[src/assert_macros.svh]
// ---------------------------------------------------------------------------
// Assertion macros
// Shared concurrent assertion wrappers, clocked on the rising edge and
// disabled while the active-low reset is asserted.
// ---------------------------------------------------------------------------
`ifndef ASSERT_MACROS_SVH
`define ASSERT_MACROS_SVH

// Property holds in the same cycle
`define ASSERT_ALWAYS(lbl, clk, rst_n, prop) \
    lbl: assert property (@(posedge clk) disable iff (!rst_n) (prop)) \
        else $error("assertion failed");

// Consequent holds in the cycle after the antecedent
`define ASSERT_NEXT(lbl, clk, rst_n, ante, cons) \
    lbl: assert property (@(posedge clk) disable iff (!rst_n) (ante) |=> (cons)) \
        else $error("assertion failed");

`endif

[src/cbq_pkg.sv]
// ---------------------------------------------------------------------------
// cbq_pkg
// Types, register indexes and reset constants for the complex biquad cascade.
// ---------------------------------------------------------------------------
package cbq_pkg;

    localparam int DEF_SAMPLE_WIDTH = 32;
    localparam int DEF_COEF_WIDTH   = 18;
    localparam int FRAC_BITS        = 16;
    localparam int NUM_REGS         = 8;
    localparam int REG_IDX_W        = 3;
    localparam int LINE_W           = 8;

    typedef logic [REG_IDX_W-1:0] reg_idx_t;

    localparam reg_idx_t REG_S1_FB1   = 3'd0;
    localparam reg_idx_t REG_S1_FB2   = 3'd1;
    localparam reg_idx_t REG_S2_FB1   = 3'd2;
    localparam reg_idx_t REG_S2_FB2   = 3'd3;
    localparam reg_idx_t REG_S1_MID   = 3'd4;
    localparam reg_idx_t REG_S2_MID   = 3'd5;
    localparam reg_idx_t REG_IN_GAIN  = 3'd6;
    localparam reg_idx_t REG_MID_GAIN = 3'd7;

    localparam int COEF_RESET [NUM_REGS] = '{
        114454, -53774, 97914, -37221, -102217, -21258, 11031, 2890
    };

    typedef enum logic {
        SEQ_IDLE,
        SEQ_RUN
    } seq_state_t;

    typedef enum logic [3:0] {
        STEP_S1_FB1,
        STEP_S1_FB2,
        STEP_S1_GAIN,
        STEP_S1_SUM,
        STEP_W1,
        STEP_T_SUM,
        STEP_T,
        STEP_S2_FB2,
        STEP_S2_GAIN,
        STEP_S2_SUM,
        STEP_W2,
        STEP_Y_SUM,
        STEP_Y
    } step_t;

    typedef enum logic [2:0] {
        OPA_D0,
        OPA_D1,
        OPA_D2,
        OPA_D3,
        OPA_X,
        OPA_T
    } opa_sel_t;

    typedef enum logic [2:0] {
        EXT_ZERO,
        EXT_D1,
        EXT_D3,
        EXT_W1,
        EXT_W2
    } ext_sel_t;

    typedef enum logic [1:0] {
        ACC_LOAD,
        ACC_ADD,
        ACC_HOLD
    } acc_op_t;

    typedef enum logic [2:0] {
        CAP_NONE,
        CAP_W1,
        CAP_T,
        CAP_W2,
        CAP_Y
    } cap_t;

    typedef struct packed {
        opa_sel_t opa_sel;
        reg_idx_t coef_sel;
        ext_sel_t ext_sel;
        acc_op_t  acc_op;
        cap_t     cap;
        logic     chan;
        logic     busy;
        logic     advance;
        logic     finish;
    } cbq_ctrl_t;

endpackage

[src/cbq_mac.sv]
// ---------------------------------------------------------------------------
// cbq_mac
// Shared multiply-accumulate unit with Q.16 rounding and sample saturation.
// ---------------------------------------------------------------------------
module cbq_mac #(
    parameter int SAMPLE_WIDTH = cbq_pkg::DEF_SAMPLE_WIDTH,
    parameter int COEF_WIDTH   = cbq_pkg::DEF_COEF_WIDTH,
    parameter int T_WIDTH      = SAMPLE_WIDTH + COEF_WIDTH - 14,
    parameter int ACC_WIDTH    = SAMPLE_WIDTH + 2 * COEF_WIDTH - 12
) (
    input  logic                           aclk,
    input  logic signed [T_WIDTH-1:0]      op_a,
    input  logic signed [COEF_WIDTH-1:0]   op_b,
    input  logic signed [ACC_WIDTH-1:0]    ext_term,
    input  cbq_pkg::acc_op_t               acc_op,
    output logic signed [T_WIDTH-1:0]      rn_out,
    output logic signed [SAMPLE_WIDTH-1:0] sat_out
);

    localparam int PROD_W = T_WIDTH + COEF_WIDTH;
    localparam int RN_W   = ACC_WIDTH - cbq_pkg::FRAC_BITS;
    localparam logic signed [ACC_WIDTH-1:0] ROUND_BIAS =
        ACC_WIDTH'(1) << (cbq_pkg::FRAC_BITS - 1);

    logic signed [PROD_W-1:0]    prod_reg;
    logic signed [ACC_WIDTH-1:0] acc_reg;
    logic signed [ACC_WIDTH-1:0] acc_next;
    logic signed [ACC_WIDTH-1:0] prod_ext;
    logic signed [RN_W-1:0]      rn;
    logic                        in_range;

    assign prod_ext = {{(ACC_WIDTH-PROD_W){prod_reg[PROD_W-1]}}, prod_reg};

    always_comb begin
        case (acc_op)
            cbq_pkg::ACC_LOAD: acc_next = ROUND_BIAS + ext_term;
            cbq_pkg::ACC_ADD:  acc_next = acc_reg + prod_ext + ext_term;
            default:           acc_next = acc_reg;
        endcase
    end

    always_ff @(posedge aclk) begin
        prod_reg <= op_a * op_b;
        acc_reg  <= acc_next;
    end

    assign rn       = acc_reg[ACC_WIDTH-1:cbq_pkg::FRAC_BITS];
    assign rn_out   = rn[T_WIDTH-1:0];
    assign in_range = (&rn[RN_W-1:SAMPLE_WIDTH-1]) || !(|rn[RN_W-1:SAMPLE_WIDTH-1]);

    always_comb begin
        if (in_range) begin
            sat_out = rn[SAMPLE_WIDTH-1:0];
        end else if (rn[RN_W-1]) begin
            sat_out = {1'b1, {(SAMPLE_WIDTH-1){1'b0}}};
        end else begin
            sat_out = {1'b0, {(SAMPLE_WIDTH-1){1'b1}}};
        end
    end

endmodule

[src/cbq_seq.sv]
// ---------------------------------------------------------------------------
// cbq_seq
// Step sequencer driving the shared MAC through both biquads, I then Q.
// ---------------------------------------------------------------------------
module cbq_seq (
    input  logic               aclk,
    input  logic               aresetn,
    input  logic               start,
    input  logic               out_full,
    output cbq_pkg::cbq_ctrl_t ctrl
);

    cbq_pkg::seq_state_t state_reg, state_next;
    cbq_pkg::step_t      step_reg, step_next;
    logic                chan_reg, chan_next;

    always_ff @(posedge aclk) begin
        if (!aresetn) begin
            state_reg <= cbq_pkg::SEQ_IDLE;
            step_reg  <= cbq_pkg::STEP_S1_FB1;
            chan_reg  <= 1'b0;
        end else begin
            state_reg <= state_next;
            step_reg  <= step_next;
            chan_reg  <= chan_next;
        end
    end

    always_comb begin
        state_next    = state_reg;
        step_next     = step_reg;
        chan_next     = chan_reg;
        ctrl          = '0;
        ctrl.opa_sel  = cbq_pkg::OPA_D0;
        ctrl.coef_sel = cbq_pkg::REG_S1_FB1;
        ctrl.ext_sel  = cbq_pkg::EXT_ZERO;
        ctrl.acc_op   = cbq_pkg::ACC_HOLD;
        ctrl.cap      = cbq_pkg::CAP_NONE;
        ctrl.chan     = chan_reg;
        ctrl.busy     = (state_reg == cbq_pkg::SEQ_RUN);

        case (step_reg)
            cbq_pkg::STEP_S1_FB1: begin
                ctrl.acc_op = cbq_pkg::ACC_LOAD;
            end
            cbq_pkg::STEP_S1_FB2: begin
                ctrl.opa_sel  = cbq_pkg::OPA_D1;
                ctrl.coef_sel = cbq_pkg::REG_S1_FB2;
                ctrl.acc_op   = cbq_pkg::ACC_ADD;
            end
            cbq_pkg::STEP_S1_GAIN: begin
                ctrl.opa_sel  = cbq_pkg::OPA_X;
                ctrl.coef_sel = cbq_pkg::REG_IN_GAIN;
                ctrl.acc_op   = cbq_pkg::ACC_ADD;
            end
            cbq_pkg::STEP_S1_SUM: begin
                ctrl.acc_op = cbq_pkg::ACC_ADD;
            end
            cbq_pkg::STEP_W1: begin
                ctrl.coef_sel = cbq_pkg::REG_S1_MID;
                ctrl.ext_sel  = cbq_pkg::EXT_D1;
                ctrl.acc_op   = cbq_pkg::ACC_LOAD;
                ctrl.cap      = cbq_pkg::CAP_W1;
            end
            cbq_pkg::STEP_T_SUM: begin
                ctrl.ext_sel = cbq_pkg::EXT_W1;
                ctrl.acc_op  = cbq_pkg::ACC_ADD;
            end
            cbq_pkg::STEP_T: begin
                ctrl.opa_sel  = cbq_pkg::OPA_D2;
                ctrl.coef_sel = cbq_pkg::REG_S2_FB1;
                ctrl.acc_op   = cbq_pkg::ACC_LOAD;
                ctrl.cap      = cbq_pkg::CAP_T;
            end
            cbq_pkg::STEP_S2_FB2: begin
                ctrl.opa_sel  = cbq_pkg::OPA_D3;
                ctrl.coef_sel = cbq_pkg::REG_S2_FB2;
                ctrl.acc_op   = cbq_pkg::ACC_ADD;
            end
            cbq_pkg::STEP_S2_GAIN: begin
                ctrl.opa_sel  = cbq_pkg::OPA_T;
                ctrl.coef_sel = cbq_pkg::REG_MID_GAIN;
                ctrl.acc_op   = cbq_pkg::ACC_ADD;
            end
            cbq_pkg::STEP_S2_SUM: begin
                ctrl.acc_op = cbq_pkg::ACC_ADD;
            end
            cbq_pkg::STEP_W2: begin
                ctrl.opa_sel  = cbq_pkg::OPA_D2;
                ctrl.coef_sel = cbq_pkg::REG_S2_MID;
                ctrl.ext_sel  = cbq_pkg::EXT_D3;
                ctrl.acc_op   = cbq_pkg::ACC_LOAD;
                ctrl.cap      = cbq_pkg::CAP_W2;
            end
            cbq_pkg::STEP_Y_SUM: begin
                ctrl.ext_sel = cbq_pkg::EXT_W2;
                ctrl.acc_op  = cbq_pkg::ACC_ADD;
            end
            cbq_pkg::STEP_Y: begin
                ctrl.cap = cbq_pkg::CAP_Y;
            end
            default: begin
                ctrl.acc_op = cbq_pkg::ACC_HOLD;
            end
        endcase

        case (state_reg)
            cbq_pkg::SEQ_IDLE: begin
                ctrl.cap = cbq_pkg::CAP_NONE;
                if (start) begin
                    state_next = cbq_pkg::SEQ_RUN;
                    step_next  = cbq_pkg::STEP_S1_FB1;
                    chan_next  = 1'b0;
                end
            end
            cbq_pkg::SEQ_RUN: begin
                if (step_reg == cbq_pkg::STEP_Y) begin
                    if (!chan_reg) begin
                        ctrl.advance = 1'b1;
                        step_next    = cbq_pkg::STEP_S1_FB1;
                        chan_next    = 1'b1;
                    end else if (!out_full) begin
                        ctrl.advance = 1'b1;
                        ctrl.finish  = 1'b1;
                        state_next   = cbq_pkg::SEQ_IDLE;
                    end
                end else begin
                    step_next = cbq_pkg::step_t'(step_reg + 4'd1);
                end
            end
            default: begin
                state_next = cbq_pkg::SEQ_IDLE;
            end
        endcase
    end

endmodule

[src/complex_biquad_cascade_iir.sv]
// ---------------------------------------------------------------------------
// complex_biquad_cascade_iir
// Two cascaded direct-form-II biquads applied to I and Q, with a line-change
// clear of the delay state and saturated Q16.16 results.
// ---------------------------------------------------------------------------
//  channel   ports                                     transfer when
//  input     s_valid s_ready s_sample_* s_line_number  s_valid & s_ready
//  result    m_valid m_ready m_filtered_*              m_valid & m_ready
//  config    cfg_wr_en cfg_addr cfg_wr_data            cfg_wr_en
//
// Each item runs 13 MAC steps for I, then 13 for Q, and the sequencer returns to idle.
// The multiplier and accumulator are shared, so no new item is taken until it is idle.
// Reset is synchronous and active low; it clears delays, last line and
// coefficients to their defaults. A result not yet taken holds the Q
// channel's final step until m_ready frees the output register.
module complex_biquad_cascade_iir #(
    parameter int SAMPLE_WIDTH = cbq_pkg::DEF_SAMPLE_WIDTH,
    parameter int COEF_WIDTH   = cbq_pkg::DEF_COEF_WIDTH
) (
    input  logic                                aclk,
    input  logic                                aresetn,
    input  logic                                s_valid,
    output logic                                s_ready,
    input  logic signed [SAMPLE_WIDTH-1:0]      s_sample_real,
    input  logic signed [SAMPLE_WIDTH-1:0]      s_sample_imag,
    input  logic [cbq_pkg::LINE_W-1:0]          s_line_number,
    output logic                                m_valid,
    input  logic                                m_ready,
    output logic signed [SAMPLE_WIDTH-1:0]      m_filtered_real,
    output logic signed [SAMPLE_WIDTH-1:0]      m_filtered_imag,
    input  logic                                cfg_wr_en,
    input  cbq_pkg::reg_idx_t                   cfg_addr,
    input  logic signed [COEF_WIDTH-1:0]        cfg_wr_data
);

`include "assert_macros.svh"

    localparam int T_WIDTH   = SAMPLE_WIDTH + COEF_WIDTH - 14;
    localparam int ACC_WIDTH = SAMPLE_WIDTH + 2 * COEF_WIDTH - 12;
    localparam int SIGN_PAD  = ACC_WIDTH - SAMPLE_WIDTH - cbq_pkg::FRAC_BITS;

    cbq_pkg::cbq_ctrl_t ctrl;

    logic signed [COEF_WIDTH-1:0]   coef_reg [cbq_pkg::NUM_REGS];
    logic signed [SAMPLE_WIDTH-1:0] re_d_reg [4];
    logic signed [SAMPLE_WIDTH-1:0] im_d_reg [4];
    logic [cbq_pkg::LINE_W-1:0]     last_line_reg;
    logic signed [SAMPLE_WIDTH-1:0] x_re_reg, x_im_reg;
    logic signed [SAMPLE_WIDTH-1:0] w1_reg, w2_reg, y_re_reg;
    logic signed [T_WIDTH-1:0]      t_reg;
    logic                           m_valid_reg;
    logic signed [SAMPLE_WIDTH-1:0] m_re_reg, m_im_reg;

    logic signed [SAMPLE_WIDTH-1:0] d_cur [4];
    logic signed [SAMPLE_WIDTH-1:0] x_cur;
    logic signed [SAMPLE_WIDTH-1:0] opa_sample;
    logic signed [T_WIDTH-1:0]      op_a;
    logic signed [ACC_WIDTH-1:0]    ext_term;
    logic signed [SAMPLE_WIDTH-1:0] ext_src;
    logic signed [T_WIDTH-1:0]      rn_out;
    logic signed [SAMPLE_WIDTH-1:0] sat_out;
    logic                           in_xfer;
    logic                           out_full;

    assign in_xfer  = s_valid && s_ready;
    assign out_full = m_valid_reg && !m_ready;
    assign s_ready  = !ctrl.busy;
    assign m_valid  = m_valid_reg;
    assign m_filtered_real = m_re_reg;
    assign m_filtered_imag = m_im_reg;

    cbq_seq u_seq (
        .aclk     (aclk),
        .aresetn  (aresetn),
        .start    (in_xfer),
        .out_full (out_full),
        .ctrl     (ctrl)
    );

    always_comb begin
        for (int i = 0; i < 4; i++) begin
            d_cur[i] = ctrl.chan ? im_d_reg[i] : re_d_reg[i];
        end
        x_cur = ctrl.chan ? x_im_reg : x_re_reg;
    end

    always_comb begin
        opa_sample = d_cur[0];
        case (ctrl.opa_sel)
            cbq_pkg::OPA_D0: opa_sample = d_cur[0];
            cbq_pkg::OPA_D1: opa_sample = d_cur[1];
            cbq_pkg::OPA_D2: opa_sample = d_cur[2];
            cbq_pkg::OPA_D3: opa_sample = d_cur[3];
            cbq_pkg::OPA_X:  opa_sample = x_cur;
            default:         opa_sample = d_cur[0];
        endcase
        if (ctrl.opa_sel == cbq_pkg::OPA_T) begin
            op_a = t_reg;
        end else begin
            op_a = {{(T_WIDTH-SAMPLE_WIDTH){opa_sample[SAMPLE_WIDTH-1]}}, opa_sample};
        end
    end

    always_comb begin
        case (ctrl.ext_sel)
            cbq_pkg::EXT_D1: ext_src = d_cur[1];
            cbq_pkg::EXT_D3: ext_src = d_cur[3];
            cbq_pkg::EXT_W1: ext_src = w1_reg;
            cbq_pkg::EXT_W2: ext_src = w2_reg;
            default:         ext_src = '0;
        endcase
        ext_term = {{SIGN_PAD{ext_src[SAMPLE_WIDTH-1]}}, ext_src,
                    {cbq_pkg::FRAC_BITS{1'b0}}};
    end

    cbq_mac #(
        .SAMPLE_WIDTH (SAMPLE_WIDTH),
        .COEF_WIDTH   (COEF_WIDTH),
        .T_WIDTH      (T_WIDTH),
        .ACC_WIDTH    (ACC_WIDTH)
    ) u_mac (
        .aclk     (aclk),
        .op_a     (op_a),
        .op_b     (coef_reg[ctrl.coef_sel]),
        .ext_term (ext_term),
        .acc_op   (ctrl.acc_op),
        .rn_out   (rn_out),
        .sat_out  (sat_out)
    );

    // coefficients
    always_ff @(posedge aclk) begin
        if (!aresetn) begin
            for (int i = 0; i < cbq_pkg::NUM_REGS; i++) begin
                coef_reg[i] <= COEF_WIDTH'(cbq_pkg::COEF_RESET[i]);
            end
        end else if (cfg_wr_en) begin
            coef_reg[cfg_addr] <= cfg_wr_data;
        end
    end

    // delay state and line tracking
    always_ff @(posedge aclk) begin
        if (!aresetn) begin
            for (int i = 0; i < 4; i++) begin
                re_d_reg[i] <= '0;
                im_d_reg[i] <= '0;
            end
            last_line_reg <= '0;
        end else if (in_xfer) begin
            if (s_line_number != last_line_reg) begin
                for (int i = 0; i < 4; i++) begin
                    re_d_reg[i] <= '0;
                    im_d_reg[i] <= '0;
                end
            end
            last_line_reg <= s_line_number;
        end else if (ctrl.cap == cbq_pkg::CAP_Y && ctrl.advance) begin
            if (ctrl.chan) begin
                im_d_reg[0] <= w1_reg;
                im_d_reg[1] <= im_d_reg[0];
                im_d_reg[2] <= w2_reg;
                im_d_reg[3] <= im_d_reg[2];
            end else begin
                re_d_reg[0] <= w1_reg;
                re_d_reg[1] <= re_d_reg[0];
                re_d_reg[2] <= w2_reg;
                re_d_reg[3] <= re_d_reg[2];
            end
        end
    end

    // working values
    always_ff @(posedge aclk) begin
        if (in_xfer) begin
            x_re_reg <= s_sample_real;
            x_im_reg <= s_sample_imag;
        end
        case (ctrl.cap)
            cbq_pkg::CAP_W1: w1_reg <= sat_out;
            cbq_pkg::CAP_T:  t_reg  <= rn_out;
            cbq_pkg::CAP_W2: w2_reg <= sat_out;
            cbq_pkg::CAP_Y: begin
                if (!ctrl.chan) begin
                    y_re_reg <= sat_out;
                end
            end
            default: begin
            end
        endcase
        if (ctrl.finish) begin
            m_re_reg <= y_re_reg;
            m_im_reg <= sat_out;
        end
    end

    // output register
    always_ff @(posedge aclk) begin
        if (!aresetn) begin
            m_valid_reg <= 1'b0;
        end else if (ctrl.finish) begin
            m_valid_reg <= 1'b1;
        end else if (m_ready) begin
            m_valid_reg <= 1'b0;
        end
    end

    `ASSERT_NEXT(a_busy_after_accept, aclk, aresetn, in_xfer, !s_ready)
    `ASSERT_NEXT(a_no_result_after_accept, aclk, aresetn, in_xfer, !$rose(m_valid))
    `ASSERT_NEXT(a_line_change_clears, aclk, aresetn,
        in_xfer && (s_line_number != last_line_reg),
        re_d_reg[0] == '0 && re_d_reg[1] == '0 && re_d_reg[2] == '0 &&
        re_d_reg[3] == '0 && im_d_reg[0] == '0 && im_d_reg[3] == '0)
    `ASSERT_ALWAYS(a_finish_needs_room, aclk, aresetn, !(ctrl.finish && out_full))

endmodule
[config.mk]
export PLATFORM = sky130hd
export DESIGN_NAME = complex_biquad_cascade_iir
export DESIGN_NICKNAME = d
export VERILOG_FILES = /design/src/cbq_pkg.sv /design/src/cbq_mac.sv /design/src/cbq_seq.sv /design/src/complex_biquad_cascade_iir.sv
export VERILOG_INCLUDE_DIRS = /design/src /design/src/src
export SDC_FILE = /design/constraint.sdc
export NUM_CORES = 2
export LEC_CHECK = 0
export ABC_AREA = 1
export BUFFER_PORTS_ARGS = -buffer_cell sky130_fd_sc_hd__buf_2
export CAP_MARGIN = 25
export CORE_ASPECT_RATIO = 1.75
export CORE_UTILIZATION = 40
export DETAILED_ROUTE_END_ITERATION = 12
export PLACE_DENSITY = 0.56
export SYNTH_ARGS = -nofsm -noshare
export SYNTH_HDL_FRONTEND = slang
export SYNTH_SLANG_ARGS = --single-unit
[constraint.sdc]
create_clock -name aclk -period 15.7 [get_ports aclk]
set_clock_uncertainty 0.2 [all_clocks]
set_input_delay 3.925 -clock aclk [delete_from_list [all_inputs] [get_ports aclk]]
set_output_delay 3.925 -clock aclk [all_outputs]
set_load 0.05 [all_outputs]
==> flow_metrics.py <==
metrics = {
    "outcome": {
        "outcome": "finished, final reports clean",
    },
    "finish": {
        "post_route_cells_drive_above_1_share": 0.07853,
        "fillerInstances": 14970,
        "largest_register_ffs": 144,
        "final_nets": 7848,
        "utilization": 0.4431,
        "multi_input_comb_area_mm2": 0.03231,
        "fin_area_mm2": 0.06649,
        "sequential_cell_area_mm2": 0.02225,
        "flow.area_growth_from_synthesis_pct": 9.809,
    },
    "timing": {
        "tightestPinTransition_ns": 1.209,
        "worst_hold_slack_ns": 0.2180,
        "timing.setup.tns_ns": 0,
        "setup_violations": 0,
        "period_needed_ns": 10.50,
        "finalHoldViolCount": 0,
        "drv_slew": 0,
        "min_period_over_period": 0.6687,
        "unrepaired_setup_endpoints_after_global_routing": "no",
        "fmaxAchievable_ghz": 0.09525,
        "max-slew-margin-rel": 0.1884,
    },
    "yosys": {
        "synth_area_per_cell_um2": 8.922,
        "syn_nets": 7745,
        "synth_ff_type": "sky130_fd_sc_hd__edfxtp_1",
        "yosysTopAreaCell": "sky130_fd_sc_hd__edfxtp_1",
        "synth.distinct_cells": 54,
        "synthCells": 6787,
        "synth_seq_area_share": 0.3673,
        "synthArstFlopShare": 0,
        "syn-cell-area_mm2": 0.06055,
        "seq_cells_post_synth": 785,
        "synth.yosys.warnings": 0,
        "post_synth_edffs": 652,
        "synthDominantCellAreaShare": 0.3233,
        "synth.top_cells.by_area": "sky130_fd_sc_hd__edfxtp_1, sky130_fd_sc_hd__fa_1, sky130_fd_sc_hd__inv_1",
    },
    "clock_network": {
        "clk_pin_slew_worst_paths_ns": 0.07,
        "buffers_from_clock_root_to_sink_at_most": 3,
        "tritoncts_buffer_count": 76,
        "cts_repair_resize_count": 0,
        "clock_tree.htree_level_count": 3,
        "clk-insertion-delay-late_ns": 0.73,
        "cts_hold_buf": 0,
        "cts_root_buffer": "sky130_fd_sc_hd__clkbuf_16",
        "setup_bufs_post_cts": 0,
        "clock-sinks": 785,
        "cts_tree": "done",
    },
    "die": {
        "placeableCoreArea_mm2": 0.1501,
        "initial_utilization": 0.4035,
        "dieHeight_um": 516.7,
        "dieArea_mm2": 0.1530,
        "fp.dieW_um": 296.1,
        "top_level_ports": 164,
        "std_cell_rows": 188,
    },
    "global_route": {
        "overflow": 0,
        "antenna_violations_before_repair": 6,
        "first_global_vias": 50720,
        "wire_length_of_the_first_global_routing_pass_mm": 346.8,
        "grt_start_max_net_pins": 77,
        "grt_total_usage": 0.3196,
    },
    "worst_setup_path": {
        "cp_max_fo": 55,
        "timing.critical_path.slowest_stage_cell": "sky130_fd_sc_hd__nor4_1",
        "cp_slowest_stage_delay_ns": 0.62,
        "cp.required_ns": 16.10,
        "worstSetupPathType": "register to register",
        "critical_path_arrival_ns": 10.90,
        "crit_path_end_kind": "register",
        "critPathMostFrequentCell": "sky130_fd_sc_hd__inv_1",
        "timing.critical_path.from_type": "register",
    },
    "drt": {
        "drt-initial-drc-count": 4419,
        "detail-route-antenna-nets": 0,
        "totalWireLength_mm": 241.1,
        "routed-via-count": 48850,
        "route.detailed.wl_per_inst_um": 26.93,
        "first_pass_iters": 6,
        "post_drt_via_cell_ratio": 5.456,
        "drc_errors": 0,
    },
    "placed_design": {
        "detailedPlacementHpwl_mm": 186.6,
        "post_dp_cell_area_mm2": 0.06381,
        "weighted_congestion_at_the_end_of_routability_driven_global_placement": 1.023,
        "port_buffers": 163,
    },
    "worst_hold_path": {
        "min_path_type": "register to register",
    },
    "run": {
        "total_of_max_cap_violations": 0,
    },
}
## cell type report
| class | instances | share of cell area |
|---|---|---|
| Inverter | 1318 | 0.07446 |
| Sequential cell | 785 | 0.3345 |
| Timing Repair Buffer | 296 | 0.02804 |
| Clock buffer | 105 | 0.03225 |
| Multi-Input combinational cell | 4413 | 0.4859 |
| Tap cell | 1995 | 0.03754 |
| Clock inverter | 36 | 0.007056 |
| Antenna cell | 5 | 0.0001882 |
## metal layers
metal / GRT usage / vias up / share of wire
met5: 0 / - / 0
met4: 0.2769 / 0 / 0.11
met3: 0.04644 / 754 / 0.062
met2: 0.5492 / 2244 / 0.49
met1: 0.3419 / 24220 / 0.34
li1: - / 21630 / -
## cells by family (layout without fill, tap and decap cells)
logic type      after synthesis  after routing  synth area share
buf+inv                    1589           1755            0.1023
fa+ha+maj                   860            860            0.2591
simple gates               2703           2703            0.1845
compound gates              759            759           0.07317
xor+xnor                     72             72           0.01041
mux                          19             19          0.003141
other cells                   0              5                 0
flops                       785            785            0.3673
## layout by cell type, fill, tap and decap left out, drive strengths merged, types with 3 or more instances in the layout
| cell | netlist | layout |
|---|---|---|
| a211oi | 5 | 5 |
| a21boi | 3 | 3 |
| a21o | 22 | 22 |
| a21oi | 301 | 301 |
| a22oi | 26 | 26 |
| a31oi | 14 | 14 |
| buf | 149 | 296 |
| bufinv | 0 | 5 |
| clkbuf | 122 | 105 |
| clkinv | 3 | 25 |
| clkinvlp | 0 | 3 |
| dfxtp | 133 | 133 |
| diode | 0 | 5 |
| edfxtp | 652 | 652 |
| fa | 657 | 657 |
| ha | 203 | 203 |
| inv | 1315 | 1321 |
| mux2i | 19 | 19 |
| nand2 | 1285 | 1285 |
| nand3 | 485 | 485 |
| nand3b | 3 | 3 |
| nand4 | 39 | 39 |
| nor2 | 784 | 784 |
| nor3 | 52 | 52 |
| nor4 | 8 | 8 |
| o211ai | 47 | 47 |
| o21a | 11 | 11 |
| o21ai | 219 | 219 |
| o21bai | 27 | 27 |
| o221ai | 13 | 13 |
| o22ai | 68 | 68 |
| or2 | 43 | 43 |
| xnor2 | 23 | 23 |
| xor2 | 49 | 49 |
## final timing paths
check                                  from                            end  slack [ns]  cells past startpoint
min reg2reg          y_re_reg[11]$_DFFE_PP_  m_filtered_real[11]$_DFFE_PP_        0.22                      0
min                  y_re_reg[11]$_DFFE_PP_  m_filtered_real[11]$_DFFE_PP_        0.22                      0
max          u_seq.step_reg[0]$_SDFFE_PN0P_     u_mac.prod_reg[48]$_DFF_P_        5.20                     32
max reg2reg  u_seq.step_reg[0]$_SDFFE_PN0P_     u_mac.prod_reg[48]$_DFF_P_        5.20                     32
## per-stage QoR
stage / worst slack (ns) / std cells
after floorplan: 4.798 / 6787
after global placement: 5.483 / 8786
after detailed placement: 5.365 / 8801
after CTS: 5.279 / 8942
after global routing: 4.821 / 8951
final: 5.201 / 8953
## cell usage after synthesis (6+ instances only)
master                     count
sky130_fd_sc_hd__a21o_1       22
sky130_fd_sc_hd__a21oi_1     299
sky130_fd_sc_hd__a22oi_1      26
sky130_fd_sc_hd__a31oi_1      14
sky130_fd_sc_hd__buf_1        19
sky130_fd_sc_hd__buf_2       108
sky130_fd_sc_hd__buf_4        19
sky130_fd_sc_hd__clkbuf_1    122
sky130_fd_sc_hd__dfxtp_1     133
sky130_fd_sc_hd__edfxtp_1    652
sky130_fd_sc_hd__fa_1        657
sky130_fd_sc_hd__ha_1        203
sky130_fd_sc_hd__inv_1      1300
sky130_fd_sc_hd__inv_2        14
sky130_fd_sc_hd__mux2i_1      19
sky130_fd_sc_hd__nand2_1    1274
sky130_fd_sc_hd__nand2_2      11
sky130_fd_sc_hd__nand3_1     478
sky130_fd_sc_hd__nand3_2       6
sky130_fd_sc_hd__nand4_1      37
sky130_fd_sc_hd__nor2_1      780
sky130_fd_sc_hd__nor3_1       51
sky130_fd_sc_hd__nor4_1        8
sky130_fd_sc_hd__o211ai_1     47
sky130_fd_sc_hd__o21a_1       11
sky130_fd_sc_hd__o21ai_0     196
sky130_fd_sc_hd__o21ai_2      14
sky130_fd_sc_hd__o21bai_1     27
sky130_fd_sc_hd__o221ai_1     13
sky130_fd_sc_hd__o22ai_1      68
sky130_fd_sc_hd__or2_2        40
sky130_fd_sc_hd__xnor2_1      23
sky130_fd_sc_hd__xor2_1       49
## worst max-delay path, delay by kind of cell (launching register included)
| kind | cells | cell delay, ns |
|---|---|---|
| buffers and inverters | 10 | 2.38 |
| AO/OA/AOI/OAI | 2 | 0.23 |
| XOR/XNOR | 1 | 0.23 |
| AND/OR/NAND/NOR | 11 | 2.98 |
| flip-flops | 1 | 0.34 |
| adder cells (fa/ha/maj) | 8 | 3.90 |
Power is not shown: default switching activity piles up to over one toggle a cycle in this logic, so the estimate is an artifact.
